**config.mk**
```make
export PLATFORM = sky130hd
export DESIGN_NAME = i2c_master_byte_sequencer_unit
export DESIGN_NICKNAME = d
export VERILOG_FILES = /design/src/sv/ibs_pkg.sv /design/src/sv/i2c_master_byte_sequencer_unit.sv /design/src/sv/ibs_regs.sv /design/src/sv/ibs_front.sv /design/src/sv/ibs_back.sv
export VERILOG_INCLUDE_DIRS = /design/src /design/src/sv
export SDC_FILE = /design/constraint.sdc
export NUM_CORES = 1
export LEC_CHECK = 0
export BUFFER_PORTS_ARGS = -buffer_cell sky130_fd_sc_hd__buf_2
export CORE_UTILIZATION = 51
export DETAILED_ROUTE_END_ITERATION = 8
export PLACE_DENSITY = 0.77
export SLEW_MARGIN = 20
export SYNTH_ARGS = -nofsm -noshare
export SYNTH_HDL_FRONTEND = slang
export SYNTH_SLANG_ARGS = --single-unit
```
**constraint.sdc**
```tcl
create_clock -name clk_i -period 3.6 [get_ports clk_i]
set_input_delay 0.36 -clock clk_i [delete_from_list [all_inputs] [get_ports clk_i]]
set_output_delay 0.36 -clock clk_i [all_outputs]
set_load 0.02 [all_outputs]
```
**src/sv/i2c_master_byte_sequencer_unit_defines.svh**
```systemverilog
// assertion macros for the i2c byte sequencer
`ifndef I2C_MASTER_BYTE_SEQUENCER_UNIT_DEFINES_SVH
`define I2C_MASTER_BYTE_SEQUENCER_UNIT_DEFINES_SVH

// antecedent implies consequent in the same cycle
`define IBS_ASSERT_IMP(label, ante, cons) \
  label: assert property (@(posedge clk_i) disable iff (!rst_ni) (ante) |-> (cons)) \
    else $error("ibs assertion failed");

// antecedent implies consequent in the next cycle
`define IBS_ASSERT_NEXT(label, ante, cons) \
  label: assert property (@(posedge clk_i) disable iff (!rst_ni) (ante) |=> (cons)) \
    else $error("ibs assertion failed");

`endif

```
**src/sv/ibs_pkg.sv**
```systemverilog
// types, constants and phase table of the i2c byte sequencer
`timescale 1ns / 1ps
`default_nettype none

package ibs_pkg;

  localparam int unsigned DelayWidthDefault = 8;
  localparam int unsigned QueueDepth = 2;
  localparam int unsigned ApbAddrWidth = 3;

  typedef enum logic [2:0] {
    OP_NONE  = 3'd0,
    OP_START = 3'd1,
    OP_STOP  = 3'd2,
    OP_WRITE = 3'd3,
    OP_READ  = 3'd4
  } op_e;

  typedef enum logic [1:0] {
    CMD_START = 2'd0,
    CMD_STOP  = 2'd1,
    CMD_WRITE = 2'd2,
    CMD_READ  = 2'd3
  } cmd_e;

  typedef enum logic {
    REG_QUARTER = 1'b0,
    REG_HALF    = 1'b1
  } reg_e;

  typedef enum logic [4:0] {
    PH_S_SDA_REL      = 5'd0,
    PH_S_SCL_REL      = 5'd1,
    PH_S_SDA_PULL     = 5'd2,
    PH_S_SCL_PULL     = 5'd3,
    PH_P_SCL_REL      = 5'd4,
    PH_P_SDA_REL      = 5'd5,
    PH_W_DATA         = 5'd6,
    PH_W_SCL_REL      = 5'd7,
    PH_W_SCL_PULL     = 5'd8,
    PH_W_SDA_REL      = 5'd9,
    PH_W_ACK_SCL_REL  = 5'd10,
    PH_W_ACK_SAMPLE   = 5'd11,
    PH_W_ACK_SCL_PULL = 5'd12,
    PH_W_SDA_PULL     = 5'd13,
    PH_R_SDA_REL      = 5'd14,
    PH_R_SCL_REL      = 5'd15,
    PH_R_SAMPLE       = 5'd16,
    PH_R_ACK_DRIVE    = 5'd17,
    PH_R_ACK_SCL_REL  = 5'd18,
    PH_R_SCL_PULL     = 5'd19,
    PH_IDLE           = 5'd31
  } phase_e;

  typedef struct packed {
    logic [2:0] operation;
    logic [7:0] write_byte;
    logic       give_ack;
    logic       sda_sense;
  } in_word_t;

  typedef struct packed {
    logic       scl_pull_low;
    logic       sda_pull_low;
    logic       busy_res;
    logic       finished;
    logic [7:0] read_byte;
    logic       ack_seen;
  } out_word_t;

  typedef struct packed {
    logic [7:0] quarter_ticks;
    logic [7:0] half_ticks;
  } cfg_t;

  // classified tick held in the queue
  typedef struct packed {
    logic       cmd_valid;
    cmd_e       cmd;
    logic [7:0] write_byte;
    logic       give_ack;
    logic       sda_sense;
  } item_t;

  // long delay phases use half_ticks, the rest quarter_ticks
  function automatic logic phase_is_long(phase_e p);
    return p inside {PH_S_SCL_REL, PH_S_SDA_PULL, PH_S_SCL_PULL, PH_P_SCL_REL,
                     PH_P_SDA_REL, PH_W_SCL_PULL, PH_R_SCL_REL, PH_R_SAMPLE,
                     PH_R_SCL_PULL};
  endfunction

endpackage

`default_nettype wire

```
**src/sv/i2c_master_byte_sequencer_unit.sv**
```systemverilog
// top level of the i2c byte sequencer
//
//  channel  direction  handshake                   word
//  in       input      in_valid_i / in_ready_o     ibs_pkg::in_word_t
//  out      output     out_valid_o / out_ready_i   ibs_pkg::out_word_t
//  cfg      input      psel/penable/pwrite/pready  quarter_ticks, half_ticks
//
// one word in, one word out; a word can be taken every cycle while the input queue is not full
// a word passes through the input queue and then the registered sequencer output
// each word drives one sequencer step (delay count and phase action)
// reset clears queue, sequencer and output valid flag; no clearing pass
// a stalled output holds its word while the two-entry queue keeps taking input until full
`timescale 1ns / 1ps
`default_nettype none
`include "i2c_master_byte_sequencer_unit_defines.svh"

module i2c_master_byte_sequencer_unit #(
  parameter int unsigned DELAY_WIDTH = ibs_pkg::DelayWidthDefault
) (
  input  wire logic                              clk_i,
  input  wire logic                              rst_ni,
  input  wire logic                              in_valid_i,
  output logic                                   in_ready_o,
  input  wire ibs_pkg::in_word_t                 in_data_i,
  output logic                                   out_valid_o,
  input  wire logic                              out_ready_i,
  output ibs_pkg::out_word_t                     out_data_o,
  input  wire logic                              psel,
  input  wire logic                              penable,
  input  wire logic                              pwrite,
  input  wire logic [ibs_pkg::ApbAddrWidth-1:0]  paddr,
  input  wire logic [31:0]                       pwdata,
  output logic      [31:0]                       prdata,
  output logic                                   pready
);

  ibs_pkg::cfg_t  cfg;
  ibs_pkg::item_t q_item;
  logic           q_valid;
  logic           q_pop;

  assign pready = 1'b1;

  ibs_regs u_regs (
    .clk_i   (clk_i),
    .rst_ni  (rst_ni),
    .psel    (psel),
    .penable (penable),
    .pwrite  (pwrite),
    .paddr   (paddr),
    .pwdata  (pwdata),
    .prdata  (prdata),
    .cfg_o   (cfg)
  );

  ibs_front u_front (
    .clk_i      (clk_i),
    .rst_ni     (rst_ni),
    .in_valid_i (in_valid_i),
    .in_ready_o (in_ready_o),
    .in_data_i  (in_data_i),
    .q_valid_o  (q_valid),
    .q_item_o   (q_item),
    .q_pop_i    (q_pop)
  );

  ibs_back #(
    .DELAY_WIDTH (DELAY_WIDTH)
  ) u_back (
    .clk_i       (clk_i),
    .rst_ni      (rst_ni),
    .cfg_i       (cfg),
    .q_valid_i   (q_valid),
    .q_item_i    (q_item),
    .q_pop_o     (q_pop),
    .out_valid_o (out_valid_o),
    .out_ready_i (out_ready_i),
    .out_data_o  (out_data_o)
  );

  `IBS_ASSERT_IMP(a_done_not_busy, out_valid_o && out_data_o.finished, !out_data_o.busy_res)
  `IBS_ASSERT_NEXT(a_pop_loads_out, q_pop, out_valid_o)
  `IBS_ASSERT_IMP(a_empty_takes_input, !q_valid, in_ready_o)

endmodule

`default_nettype wire

```
**src/sv/ibs_regs.sv**
```systemverilog
// apb configuration registers of the i2c byte sequencer
`timescale 1ns / 1ps
`default_nettype none

module ibs_regs (
  input  wire logic                              clk_i,
  input  wire logic                              rst_ni,
  input  wire logic                              psel,
  input  wire logic                              penable,
  input  wire logic                              pwrite,
  input  wire logic [ibs_pkg::ApbAddrWidth-1:0]  paddr,
  input  wire logic [31:0]                       pwdata,
  output logic      [31:0]                       prdata,
  output ibs_pkg::cfg_t                          cfg_o
);

  ibs_pkg::cfg_t cfg_q;
  ibs_pkg::cfg_t cfg_d;
  ibs_pkg::reg_e sel;
  logic          wr_en;

  assign sel   = ibs_pkg::reg_e'(paddr[2]);
  assign wr_en = psel && penable && pwrite;

  always_comb begin
    cfg_d = cfg_q;
    if (wr_en) begin
      case (sel)
        ibs_pkg::REG_QUARTER: cfg_d.quarter_ticks = pwdata[7:0];
        ibs_pkg::REG_HALF:    cfg_d.half_ticks    = pwdata[7:0];
        default:              cfg_d = cfg_q;
      endcase
    end
  end

  always_ff @(posedge clk_i or negedge rst_ni) begin
    if (!rst_ni) begin
      cfg_q.quarter_ticks <= 8'd3;
      cfg_q.half_ticks    <= 8'd5;
    end else begin
      cfg_q <= cfg_d;
    end
  end

  always_comb begin
    case (sel)
      ibs_pkg::REG_QUARTER: prdata = {24'd0, cfg_q.quarter_ticks};
      ibs_pkg::REG_HALF:    prdata = {24'd0, cfg_q.half_ticks};
      default:              prdata = 32'd0;
    endcase
  end

  assign cfg_o = cfg_q;

endmodule

`default_nettype wire

```
**src/sv/ibs_front.sv**
```systemverilog
// input side: classifies each tick and queues it for the sequencer
`timescale 1ns / 1ps
`default_nettype none

module ibs_front (
  input  wire logic              clk_i,
  input  wire logic              rst_ni,
  input  wire logic              in_valid_i,
  output logic                   in_ready_o,
  input  wire ibs_pkg::in_word_t in_data_i,
  output logic                   q_valid_o,
  output ibs_pkg::item_t         q_item_o,
  input  wire logic              q_pop_i
);

  localparam int unsigned Depth = ibs_pkg::QueueDepth;
  localparam int unsigned Aw    = (Depth > 1) ? $clog2(Depth) : 1;
  localparam int unsigned Cw    = $clog2(Depth + 1);

  ibs_pkg::item_t mem_q [Depth];
  ibs_pkg::item_t item;
  logic [Aw-1:0]  wr_ptr_q, wr_ptr_d;
  logic [Aw-1:0]  rd_ptr_q, rd_ptr_d;
  logic [Cw-1:0]  count_q, count_d;
  logic           push;
  logic           pop;

  // command decode, unused codes count as no command
  always_comb begin
    item.cmd_valid  = 1'b1;
    item.cmd        = ibs_pkg::CMD_START;
    item.write_byte = in_data_i.write_byte;
    item.give_ack   = in_data_i.give_ack;
    item.sda_sense  = in_data_i.sda_sense;
    case (ibs_pkg::op_e'(in_data_i.operation))
      ibs_pkg::OP_START: item.cmd = ibs_pkg::CMD_START;
      ibs_pkg::OP_STOP:  item.cmd = ibs_pkg::CMD_STOP;
      ibs_pkg::OP_WRITE: item.cmd = ibs_pkg::CMD_WRITE;
      ibs_pkg::OP_READ:  item.cmd = ibs_pkg::CMD_READ;
      default:           item.cmd_valid = 1'b0;
    endcase
  end

  assign in_ready_o = (count_q != Cw'(Depth));
  assign q_valid_o  = (count_q != '0);
  assign push       = in_valid_i && in_ready_o;
  assign pop        = q_pop_i && q_valid_o;
  assign q_item_o   = mem_q[rd_ptr_q];

  always_comb begin
    wr_ptr_d = wr_ptr_q;
    rd_ptr_d = rd_ptr_q;
    count_d  = count_q;
    if (push) begin
      wr_ptr_d = (wr_ptr_q == Aw'(Depth - 1)) ? '0 : wr_ptr_q + Aw'(1);
    end
    if (pop) begin
      rd_ptr_d = (rd_ptr_q == Aw'(Depth - 1)) ? '0 : rd_ptr_q + Aw'(1);
    end
    if (push && !pop) begin
      count_d = count_q + Cw'(1);
    end else if (pop && !push) begin
      count_d = count_q - Cw'(1);
    end
  end

  always_ff @(posedge clk_i or negedge rst_ni) begin
    if (!rst_ni) begin
      wr_ptr_q <= '0;
      rd_ptr_q <= '0;
      count_q  <= '0;
    end else begin
      wr_ptr_q <= wr_ptr_d;
      rd_ptr_q <= rd_ptr_d;
      count_q  <= count_d;
    end
  end

  always_ff @(posedge clk_i) begin
    if (push) begin
      mem_q[wr_ptr_q] <= item;
    end
  end

endmodule

`default_nettype wire

```
**src/sv/ibs_back.sv**
```systemverilog
// bus side: phase sequencer, delay counter and output register
`timescale 1ns / 1ps
`default_nettype none

module ibs_back #(
  parameter int unsigned DELAY_WIDTH = ibs_pkg::DelayWidthDefault
) (
  input  wire logic           clk_i,
  input  wire logic           rst_ni,
  input  wire ibs_pkg::cfg_t  cfg_i,
  input  wire logic           q_valid_i,
  input  wire ibs_pkg::item_t q_item_i,
  output logic                q_pop_o,
  output logic                out_valid_o,
  input  wire logic           out_ready_i,
  output ibs_pkg::out_word_t  out_data_o
);

  ibs_pkg::phase_e    phase_q, phase_d;
  logic [3:0]         bit_idx_q, bit_idx_d;
  logic [DELAY_WIDTH-1:0] delay_q, delay_d;
  logic [7:0]         shift_q, shift_d;
  logic               ack_wanted_q, ack_wanted_d;
  logic               scl_q, scl_d;
  logic               sda_q, sda_d;
  logic               ack_flag_q, ack_flag_d;
  logic [7:0]         last_read_q, last_read_d;
  logic               done;
  ibs_pkg::phase_e    next_ph;
  logic               out_valid_q;
  ibs_pkg::out_word_t out_q, out_d;

  // phase length, saturated to the counter and never zero
  function automatic logic [DELAY_WIDTH-1:0] delay_for(ibs_pkg::phase_e p,
                                                       ibs_pkg::cfg_t c);
    logic [15:0] v;
    logic [15:0] maxv;
    v    = {8'd0, ibs_pkg::phase_is_long(p) ? c.half_ticks : c.quarter_ticks};
    maxv = 16'((32'd1 << DELAY_WIDTH) - 32'd1);
    if (v > maxv) begin
      v = maxv;
    end
    if (v == 16'd0) begin
      v = 16'd1;
    end
    return v[DELAY_WIDTH-1:0];
  endfunction

  assign q_pop_o = q_valid_i && (!out_valid_q || out_ready_i);

  always_comb begin
    phase_d      = phase_q;
    bit_idx_d    = bit_idx_q;
    delay_d      = delay_q;
    shift_d      = shift_q;
    ack_wanted_d = ack_wanted_q;
    scl_d        = scl_q;
    sda_d        = sda_q;
    ack_flag_d   = ack_flag_q;
    last_read_d  = last_read_q;
    done         = 1'b0;
    next_ph      = ibs_pkg::PH_IDLE;

    // command pickup while idle
    if (phase_q == ibs_pkg::PH_IDLE && q_item_i.cmd_valid) begin
      bit_idx_d = 4'd0;
      case (q_item_i.cmd)
        ibs_pkg::CMD_START: phase_d = ibs_pkg::PH_S_SDA_REL;
        ibs_pkg::CMD_STOP:  phase_d = ibs_pkg::PH_P_SCL_REL;
        ibs_pkg::CMD_WRITE: begin
          phase_d = ibs_pkg::PH_W_DATA;
          shift_d = q_item_i.write_byte;
        end
        ibs_pkg::CMD_READ: begin
          phase_d      = ibs_pkg::PH_R_SDA_REL;
          shift_d      = 8'd0;
          ack_wanted_d = q_item_i.give_ack;
        end
        default: phase_d = ibs_pkg::PH_IDLE;
      endcase
      delay_d = delay_for(phase_d, cfg_i);
    end

    if (phase_d != ibs_pkg::PH_IDLE) begin
      delay_d = delay_d - DELAY_WIDTH'(1);
      if (delay_d == '0) begin
        case (phase_d)
          ibs_pkg::PH_S_SDA_REL:  begin sda_d = 1'b0; next_ph = ibs_pkg::PH_S_SCL_REL; end
          ibs_pkg::PH_S_SCL_REL:  begin scl_d = 1'b0; next_ph = ibs_pkg::PH_S_SDA_PULL; end
          ibs_pkg::PH_S_SDA_PULL: begin sda_d = 1'b1; next_ph = ibs_pkg::PH_S_SCL_PULL; end
          ibs_pkg::PH_S_SCL_PULL: begin scl_d = 1'b1; next_ph = ibs_pkg::PH_IDLE; end
          ibs_pkg::PH_P_SCL_REL:  begin scl_d = 1'b0; next_ph = ibs_pkg::PH_P_SDA_REL; end
          ibs_pkg::PH_P_SDA_REL:  begin sda_d = 1'b0; next_ph = ibs_pkg::PH_IDLE; end
          ibs_pkg::PH_W_DATA: begin
            sda_d   = !shift_d[7];
            next_ph = ibs_pkg::PH_W_SCL_REL;
          end
          ibs_pkg::PH_W_SCL_REL:  begin scl_d = 1'b0; next_ph = ibs_pkg::PH_W_SCL_PULL; end
          ibs_pkg::PH_W_SCL_PULL: begin
            scl_d     = 1'b1;
            shift_d   = {shift_d[6:0], 1'b0};
            bit_idx_d = bit_idx_d + 4'd1;
            next_ph   = (bit_idx_d < 4'd8) ? ibs_pkg::PH_W_DATA : ibs_pkg::PH_W_SDA_REL;
          end
          ibs_pkg::PH_W_SDA_REL:     begin sda_d = 1'b0; next_ph = ibs_pkg::PH_W_ACK_SCL_REL; end
          ibs_pkg::PH_W_ACK_SCL_REL: begin scl_d = 1'b0; next_ph = ibs_pkg::PH_W_ACK_SAMPLE; end
          ibs_pkg::PH_W_ACK_SAMPLE: begin
            ack_flag_d = !q_item_i.sda_sense;
            next_ph    = ibs_pkg::PH_W_ACK_SCL_PULL;
          end
          ibs_pkg::PH_W_ACK_SCL_PULL: begin scl_d = 1'b1; next_ph = ibs_pkg::PH_W_SDA_PULL; end
          ibs_pkg::PH_W_SDA_PULL:     begin sda_d = 1'b1; next_ph = ibs_pkg::PH_IDLE; end
          ibs_pkg::PH_R_SDA_REL:      begin sda_d = 1'b0; next_ph = ibs_pkg::PH_R_SCL_REL; end
          ibs_pkg::PH_R_SCL_REL: begin
            shift_d = {shift_d[6:0], 1'b0};
            scl_d   = 1'b0;
            next_ph = ibs_pkg::PH_R_SAMPLE;
          end
          ibs_pkg::PH_R_SAMPLE: begin
            shift_d[0] = shift_d[0] | q_item_i.sda_sense;
            scl_d      = 1'b1;
            bit_idx_d  = bit_idx_d + 4'd1;
            next_ph    = (bit_idx_d < 4'd8) ? ibs_pkg::PH_R_SCL_REL : ibs_pkg::PH_R_ACK_DRIVE;
          end
          ibs_pkg::PH_R_ACK_DRIVE: begin
            if (ack_wanted_d) begin
              sda_d = 1'b1;
            end
            next_ph = ibs_pkg::PH_R_ACK_SCL_REL;
          end
          ibs_pkg::PH_R_ACK_SCL_REL: begin scl_d = 1'b0; next_ph = ibs_pkg::PH_R_SCL_PULL; end
          ibs_pkg::PH_R_SCL_PULL: begin
            scl_d       = 1'b1;
            last_read_d = shift_d;
            next_ph     = ibs_pkg::PH_IDLE;
          end
          default: next_ph = ibs_pkg::PH_IDLE;
        endcase
        if (next_ph == ibs_pkg::PH_IDLE) begin
          done    = 1'b1;
          phase_d = ibs_pkg::PH_IDLE;
        end else begin
          phase_d = next_ph;
          delay_d = delay_for(next_ph, cfg_i);
        end
      end
    end

    out_d.scl_pull_low = scl_d;
    out_d.sda_pull_low = sda_d;
    out_d.busy_res     = (phase_d != ibs_pkg::PH_IDLE);
    out_d.finished     = done;
    out_d.read_byte    = last_read_d;
    out_d.ack_seen     = ack_flag_d;
  end

  always_ff @(posedge clk_i or negedge rst_ni) begin
    if (!rst_ni) begin
      phase_q      <= ibs_pkg::PH_IDLE;
      bit_idx_q    <= 4'd0;
      delay_q      <= '0;
      shift_q      <= 8'd0;
      ack_wanted_q <= 1'b0;
      scl_q        <= 1'b0;
      sda_q        <= 1'b0;
      ack_flag_q   <= 1'b0;
      last_read_q  <= 8'd0;
    end else if (q_pop_o) begin
      phase_q      <= phase_d;
      bit_idx_q    <= bit_idx_d;
      delay_q      <= delay_d;
      shift_q      <= shift_d;
      ack_wanted_q <= ack_wanted_d;
      scl_q        <= scl_d;
      sda_q        <= sda_d;
      ack_flag_q   <= ack_flag_d;
      last_read_q  <= last_read_d;
    end
  end

  always_ff @(posedge clk_i or negedge rst_ni) begin
    if (!rst_ni) begin
      out_valid_q <= 1'b0;
    end else if (q_pop_o) begin
      out_valid_q <= 1'b1;
    end else if (out_ready_i) begin
      out_valid_q <= 1'b0;
    end
  end

  always_ff @(posedge clk_i) begin
    if (q_pop_o) begin
      out_q <= out_d;
    end
  end

  assign out_valid_o = out_valid_q;
  assign out_data_o  = out_q;

endmodule

`default_nettype wire
```
; ---- Word level (Yosys, flattened, before mapping)
; Memory sizes are Yosys's and may differ from the RTL's.
; Index checks and enable logic that the tools add are counted.
[word_totals]
latch_bits = 0
wordCells = 170
output_inout_bits = 48
mem_bits_rw = 26
memories = 1
inputBits = 55
mem_bits_ro = 0
register_bits = 71
[op_classes]
n_mux = 56
n_reduce_logical = 34
addsub = 6
bitwise = 2
multipliers = 0
div_mod_pow = 0
magnitude_cmp = 1
eq_ne = 49
n_shift = 0
[mem_list]
columns = memory, depth, word_bits, rd, rd_ports_with_merged_regs, wr, line
row1 = u_front.mem_q, 2, 13, 1, 0, 1, ibs_front.sv:20  ; ibs_pkg::item_t mem_q [Depth];
[op_table]
columns = operator, n
row1 = 2-to-1 mux 8 bit, 14
row2 = case mux 5 bit (16 select lines), 1
row3 = case mux 32 bit (2 select lines), 1
row4 = "equality test 5 x 4 -> 1 bit, second input constant", 12
row5 = "equality test 5 bit, second input constant", 10
row6 = "equality test 5 x 3 -> 1 bit, second input constant", 8
row7 = 2-to-1 mux 5 bit, 8
row8 = "equality test 5 x 2 -> 1 bit, second input constant", 6
row9 = zero test 8 bit, 3
row10 = 2-to-1 mux 4 bit, 5
row11 = case mux 5 bit (4 select lines), 1
row12 = 2-to-1 mux 1 bit, 18
row13 = nonzero test 9 bit, 2
row14 = case mux 8 bit (2 select lines), 1
row15 = "equality test 5 x 1 -> 1 bit, second input constant", 3
row16 = "!= test 5 bit, second input constant", 2
row17 = logical AND 1 bit, 8
row18 = OR reduction 4 bit, 2
row19 = "subtractor 8 x 1 -> 8 bit, second input constant", 1
row20 = 2-to-1 mux 7 bit, 1
row21 = "equality test 3 x 2 -> 1 bit, second input constant", 2
row22 = case mux 2 bit (3 select lines), 1
row23 = AND reduction 2 bit, 3
row24 = nonzero test 2 bit, 3
row25 = 22 further kinds, 32

; ---- Logic depth before layout (Yosys ltp)
; An unclocked memory read counts as a cell.
[logic_depth]
depth_word = 22
ltp_mapped = 16
mapped_depth_nobuf = 13

; ---- Hierarchy
; From an unflattened synthesis, not the netlist that was laid out.
[hier_totals]
cells_unflattened = 578
area_unflattened_um2 = 6078.3
[modules_own_cells]
columns = module, area_each_um2, cells_each, n_inst
row1 = ibs_back, 3966.3, 444, 1
row2 = ibs_front, 1184.9, 64, 1
row3 = ibs_regs, 915.9, 68, 1
row4 = i2c_master_byte_sequencer_unit, 11.3, 2, 1

; ---- Least setup slack after synthesis
; OpenSTA, ideal clock, no wires.
[synth_path]
path_type = register -> register
from = register u_back.phase_q[0]
to = register u_back.last_read_q[1]
path_stages_with_launch = 16
setup_slack_ns = -0.022
t_arrival_ns = 3.497
required_ns = 3.475
n_path_buf = 3
setup_time_ns = 0.125
path_cell_list = dfstp_2 buf_2 and3_1 buf_2 nand3_1 a211oi_1 a21oi_1 inv_1 ha_1 inv_1 a2111oi_4 nand4b_2 a2111oi_4 and2_1 buf_6 mux2_4
[synth_between]
elab_chain_len = 7
word_cells_on_any_way = 12
classes_between = add/sub (1) / eq/ne (3) / mux (6) / reduce/logical (2)
[synth_rtl]
columns = element, line
row1 = from (decl), ibs_back.sv:19  ; ibs_pkg::phase_e phase_q, phase_d;
row2 = from (signal assigned), ibs_back.sv:159  ; phase_q <= ibs_pkg::PH_IDLE;
row3 = from (signal assigned), ibs_back.sv:169  ; phase_q <= phase_d;
row4 = equality test 5 bit, ibs_back.sv:65  ; if (phase_q == ibs_pkg::PH_IDLE && q_item_i.cmd_valid) begin
row5 = logical AND 1 bit, ibs_back.sv:65
row6 = 2-to-1 mux 8 bit or 2-to-1 mux 5 bit (tied branches), ibs_back.sv:65
row7 = subtractor 8 x 1 -> 8 bit or equality test 5 bit (tied branches), "ibs_back.sv:85, ibs_back.sv:87"
row8 = zero test 8 bit or 2-to-1 mux 8 bit (tied branches), "ibs_back.sv:86, ibs_back.sv:87"
row9 = 2-to-1 mux 8 bit, ibs_back.sv:86  ; if (delay_d == '0) begin
row10 = 2-to-1 mux 8 bit (*), ibs_back.sv:84  ; if (phase_d != ibs_pkg::PH_IDLE) begin
row11 = to (signal assigned), ibs_back.sv:177  ; last_read_q <= last_read_d;
row12 = to (decl), ibs_back.sv:27  ; logic [7:0] last_read_q, last_read_d;
; Mark *: on every way between the ends. The rest lies on a longest branch, timed or not.
; A chain may end at the register's enable or synchronous reset.

; ---- Worst setup path after layout
[layout_path]
from = register u_front.rd_ptr_q
to = register u_back.delay_q[0]
[layout_between]
elab_chain_len = 17
word_cells_on_any_way = 67
classes_between = add/sub (2) / order compare (1) / eq/ne (38) / mux (17) / reduce/logical (8) / memory (1)
[layout_rtl]
columns = element, line
row1 = from (decl), ibs_front.sv:23  ; logic [Aw-1:0] rd_ptr_q, rd_ptr_d;
row2 = from (signal assigned), ibs_front.sv:74  ; rd_ptr_q <= rd_ptr_d;
row3 = memory read (2 x 13 bit) (*), n/a
row4 = logical AND 1 bit (tied with other cells), ibs_back.sv:65
row5 = 2-to-1 mux 4 bit or case mux 5 bit (4 select lines) (tied branches), "ibs_back.sv:65, ibs_back.sv:67"
row6 = adder 4 x 1 -> 4 bit or 2-to-1 mux 5 bit (tied branches), "ibs_back.sv:102, ibs_back.sv:122, ibs_back.sv:65"
row7 = < comparator 4 bit or 2-to-1 mux 5 bit (tied branches), "ibs_back.sv:103, ibs_back.sv:123, ibs_back.sv:65"
row8 = 2-to-1 mux 4 bit (tied with other cells), ibs_back.sv:103  ; next_ph = (bit_idx_d < 4'd8) ? ibs_pkg::PH_W_DATA : ibs_pkg::PH_W_SDA_REL;
row9 = case mux 5 bit (16 select lines), ibs_back.sv:87  ; case (phase_d)
row10 = 2-to-1 mux 5 bit, ibs_back.sv:86
row11 = 2-to-1 mux 5 bit, ibs_back.sv:84
row12 = equality test 5 x 1 -> 1 bit (tied with other cells), ibs_pkg.sv:87  ; return p inside {PH_S_SCL_REL, PH_S_SDA_PULL, PH_S_SCL_PULL, PH_P_SCL_REL,
row13 = nonzero test 9 bit, ibs_pkg.sv:87
row14 = 2-to-1 mux 8 bit, ibs_back.sv:38  ; v = {8'd0, ibs_pkg::phase_is_long(p) ? c.half_ticks : c.quarter_ticks};
row15 = zero test 8 bit, ibs_back.sv:43  ; if (v == 16'd0) begin
row16 = 2-to-1 mux 8 bit, ibs_back.sv:43
row17 = 2-to-1 mux 8 bit, ibs_back.sv:139  ; if (next_ph == ibs_pkg::PH_IDLE) begin
row18 = 2-to-1 mux 8 bit, ibs_back.sv:86
row19 = 2-to-1 mux 8 bit (*), ibs_back.sv:84
row20 = to (signal assigned), ibs_back.sv:171  ; delay_q <= delay_d;
row21 = to (decl), ibs_back.sv:21  ; logic [DELAY_WIDTH-1:0] delay_q, delay_d;
; Mark *: on every way between the ends. The rest lies on a longest branch, timed or not. The select of a mux whose other input is x is not followed.

==> results.py <==
metrics = {
    "placement": {
        "numPortBuffers": 51,
        "dp.cells": 780,
        "gp_congestion": 0.966,
        "place_hpwl_um": 10200,
    },
    "synth": {
        "yosys.cell_types.count": 73,
        "synth_area_um2": 5900,
        "post_synth.cell_area_avg_um2": 10.3,
        "ys_ff_latch": 97,
        "async_reset_ff_frac": 0.598,
        "synth-edff-count": 39,
        "syn_inst": 574,
        "synth_warnings": 0,
        "ys.flop_type": "dfrtp_1",
        "seq_area_frac_synth": 0.446,
    },
    "worst_setup_path": {
        "crit_start": "u_front.rd_ptr_q",
        "worstSetupStartpointType": "register",
        "worstPathRequired_ns": 3.87,
        "reg2regPathDepth": 11,
        "rrSetupSlack_ns": 0.13,
        "crit_fanout": 12,
        "end_kind": "register",
        "cp.arrival_ns": 3.74,
        "r2r-start": "u_front.rd_ptr_q",
        "r2r_end": "u_back.delay_q[0]",
        "path_class": "reg -> reg",
        "crit_end": "u_back.delay_q[0]",
    },
    "clocking": {
        "clock-sinks": 97,
        "clockRootBuffer": "clkbuf_16",
        "clock_path_buffers": 2,
        "htreeDepth": 3,
        "clkTransAtPathRegs_ns": 0.07,
        "numCtsBuffers": 9,
        "clock_latency_ns": 0.35,
        "ctsHoldBuffers": 0,
        "cts_tree": "yes",
    },
    "sta": {
        "fin_crit_sh": 0.963,
        "setup_violations": 0,
        "hold-worst-slack_ns": 0.0682,
        "worst_pin_slew_ns": 1.05,
        "period_needed_ns": 3.47,
        "max_freq_mhz": 288,
        "finClkSkew_ns": 0.00775,
        "finalHoldViolations": 0,
        "totalNegativeSetupSlack_ns": 0,
        "max-slew-margin-rel": 0.295,
        "slew_viol_final": 0,
    },
    "floorplan": {
        "die_w_um": 110,
        "rows": 38,
        "die-area_um2": 12000,
        "dieHeight_um": 110,
        "start_util": 0.533,
        "ios": 103,
        "core_um2": 11100,
    },
    "finish": {
        "drive_above_1_share": 0.313,
        "diodes": 0,
        "n_fill_cell": 879,
        "postLayoutCoreUtil": 0.624,
        "area_growth_pct": 17.1,
        "instances_no_fill": 801,
        "fin_nets": 715,
    },
    "power": {
        "p_leak_nw": 2.84,
        "p_per_area_nw_per_um2": 576,
        "ir_drop_mv": 0.532,
    },
    "global_route": {
        "grtUsageTotal": 0.256,
        "grt_first_pass_wirelength_um": 23000,
        "grt_pass1_vias": 4491,
        "overflow": 0,
        "grt_max_degree": 36,
        "antenna_found_initial": 0,
    },
    "drt": {
        "viasPerCell": 6.01,
        "drt_first_pass_iters": 5,
        "drc": 0,
        "vias": 4811,
        "drtAntennaViolNets": 0,
        "drt_iter0_markers": 394,
        "wl_per_cell_um": 17.7,
        "wl_um": 14200,
    },
    "outcome": {
        "status": "finished clean",
    },
    "min_path": {
        "holdCritPathClass": "in -> async",
    },
    "job": {
        "cap_violations": 0,
    },
}
-- cell type report --
cell class	instances	area [µm²]	area share
Clock inverter	7	86.3	0.0125
Tap cell	140	175	0.0253
Inverter	6	22.5	0.00326
Multi-Input combinational cell	439	3100	0.448
Clock buffer	9	225	0.0326
Sequential cell	97	2630	0.381
Timing Repair Buffer	103	669	0.0969
-- worst min-delay path by stage --
stage / endpoint / slack (ns) / cells after the start
2_1_floorplan: u_back.ack_flag_q / 0.06 / 0
3_3_place_gp: u_regs.cfg_o[12] / 0.44 / 1
3_5_place_dp: u_regs.cfg_o[12] / 0.45 / 1
4_1_cts: u_regs.cfg_o[12] / 0.08 / 1
5_1_grt: u_regs.cfg_o[4] / 0.12 / 1
6_report: u_regs.cfg_o[4] / 0.07 / 1
-- synth_stat cells, types with 3 or more instances --
cell type  instances  area share
and3_1             5      0.0053
nor4_1             3      0.0032
mux2_4             8       0.020
a22o_1             5      0.0074
nand3_1           19       0.016
xnor2_1            6      0.0089
o22ai_1            5      0.0053
mux2_2            41       0.078
a21o_1             3      0.0038
dfstp_2            9       0.040
nand3b_1           4      0.0051
nand4_1            7      0.0074
edfxtp_1          39        0.20
inv_1              5      0.0032
o21ai_0           32       0.027
o21ai_1            6      0.0051
a211oi_1           7      0.0089
and2_1             8      0.0085
ha_1               4      0.0085
a21oi_1           18       0.015
buf_4             27       0.034
o31ai_1           13       0.017
clkbuf_1          15      0.0095
and3b_1            5      0.0074
nand4b_1           3      0.0045
a31oi_1           11       0.012
nand2_1           59       0.038
mux2i_1           25       0.042
o211ai_1          10       0.013
dfrtp_1           49        0.21
buf_2             11      0.0093
nand2b_1           6      0.0064
xor2_1             4      0.0059
nor2_1            42       0.027
nor3_1            11      0.0093
-- worst max-delay path, stage by stage (launching register included) --
cell       delay (ns)
dfrtp_1          0.37
buf_4            0.20
buf_6            0.20
mux2_2           0.40
o41a_1           0.37
o31ai_2          0.30
nand3_1          0.20
xor2_1           0.19
a2111oi_2        0.39
buf_4            0.23
mux2_2           0.36
o22ai_1          0.17
-- state kept, by name, indices dropped and copies added, names as in the netlist --
name and flops:
u_front.count_q 2, u_back.ack_wanted_q 1, u_front.rd_ptr_q 1, u_regs.cfg_o 16, u_back.shift_q 8, u_front.mem_q 26
u_back.delay_q 8, u_back.bit_idx_q 4, u_back.out_data_o 13, u_back.out_valid_o 1, u_back.last_read_q 8, u_back.ack_flag_q 1
u_back.phase_q 5, u_back.sda_q 1, u_front.wr_ptr_q 1, u_back.scl_q 1
-- metrics by stage --
step                worst slack (ns)  total power [mW]  instance area (µm²)
floorplan                     0.0163              2.52                 5990
global placement               0.108              2.90                 6460
detailed placement            0.0749              2.95                 6460
CTS                           0.0241              3.96                 6770
global route                 -0.0217              4.20                 6910
finish                         0.132              3.98                 6910
-- power by group --
part,switching (mW),internal [mW]
Combinational,0.874,0.553
Clock,0.445,0.552
Sequential,0.147,1.41
Total,1.47,2.51
-- placed cells by master (no fill, tap or decap), types with 6 or more instances in the layout --
cell type and n:
dfstp_2 9, nand4_1 7, mux2_4 8, nor3_1 10
nand3_1 18, mux2i_1 25, nand2_1 59, a31oi_1 11
a211oi_1 6, buf_2 51, edfxtp_1 39, buf_4 48
xnor2_1 6, mux2_2 41, and2_1 6, o211ai_1 10
o21ai_0 31, o31ai_1 12, clkbuf_16 9, dfrtp_1 49
nand2b_1 6, conb_1 25, a21oi_1 17, nor2_1 42
-- what timing repair did --
| item | CTS | global route |
|---|---|---|
| setup buffers | 0 | 5 |
| setup endpoints to repair | 0 | 43 |
| gates resized for setup | 0 | 19 |
-- metal layers --
metal / track usage / vias to the layer above / wire [µm]
li1: - / 2264 / -
met1: 0.359 / 2294 / 6360
met2: 0.391 / 228 / 6530
met3: 0.0456 / 25 / 1030
met4: 0.106 / 0 / 299
met5: 0 / - / 0
-- cell families (layout without fill, tap and decap cells) --
kind of cell	Yosys count	in the layout	share of synthesized area
simple gates	186	186	0.158
flops	97	97	0.446
fa+ha+maj	4	4	0.00848
buf+inv	61	125	0.0596
xor+xnor	10	10	0.0148
other cells	2	25	0.00127
mux	75	75	0.143
compound gates	139	139	0.168
No activity file was read; power rests on OpenSTA's default activity.
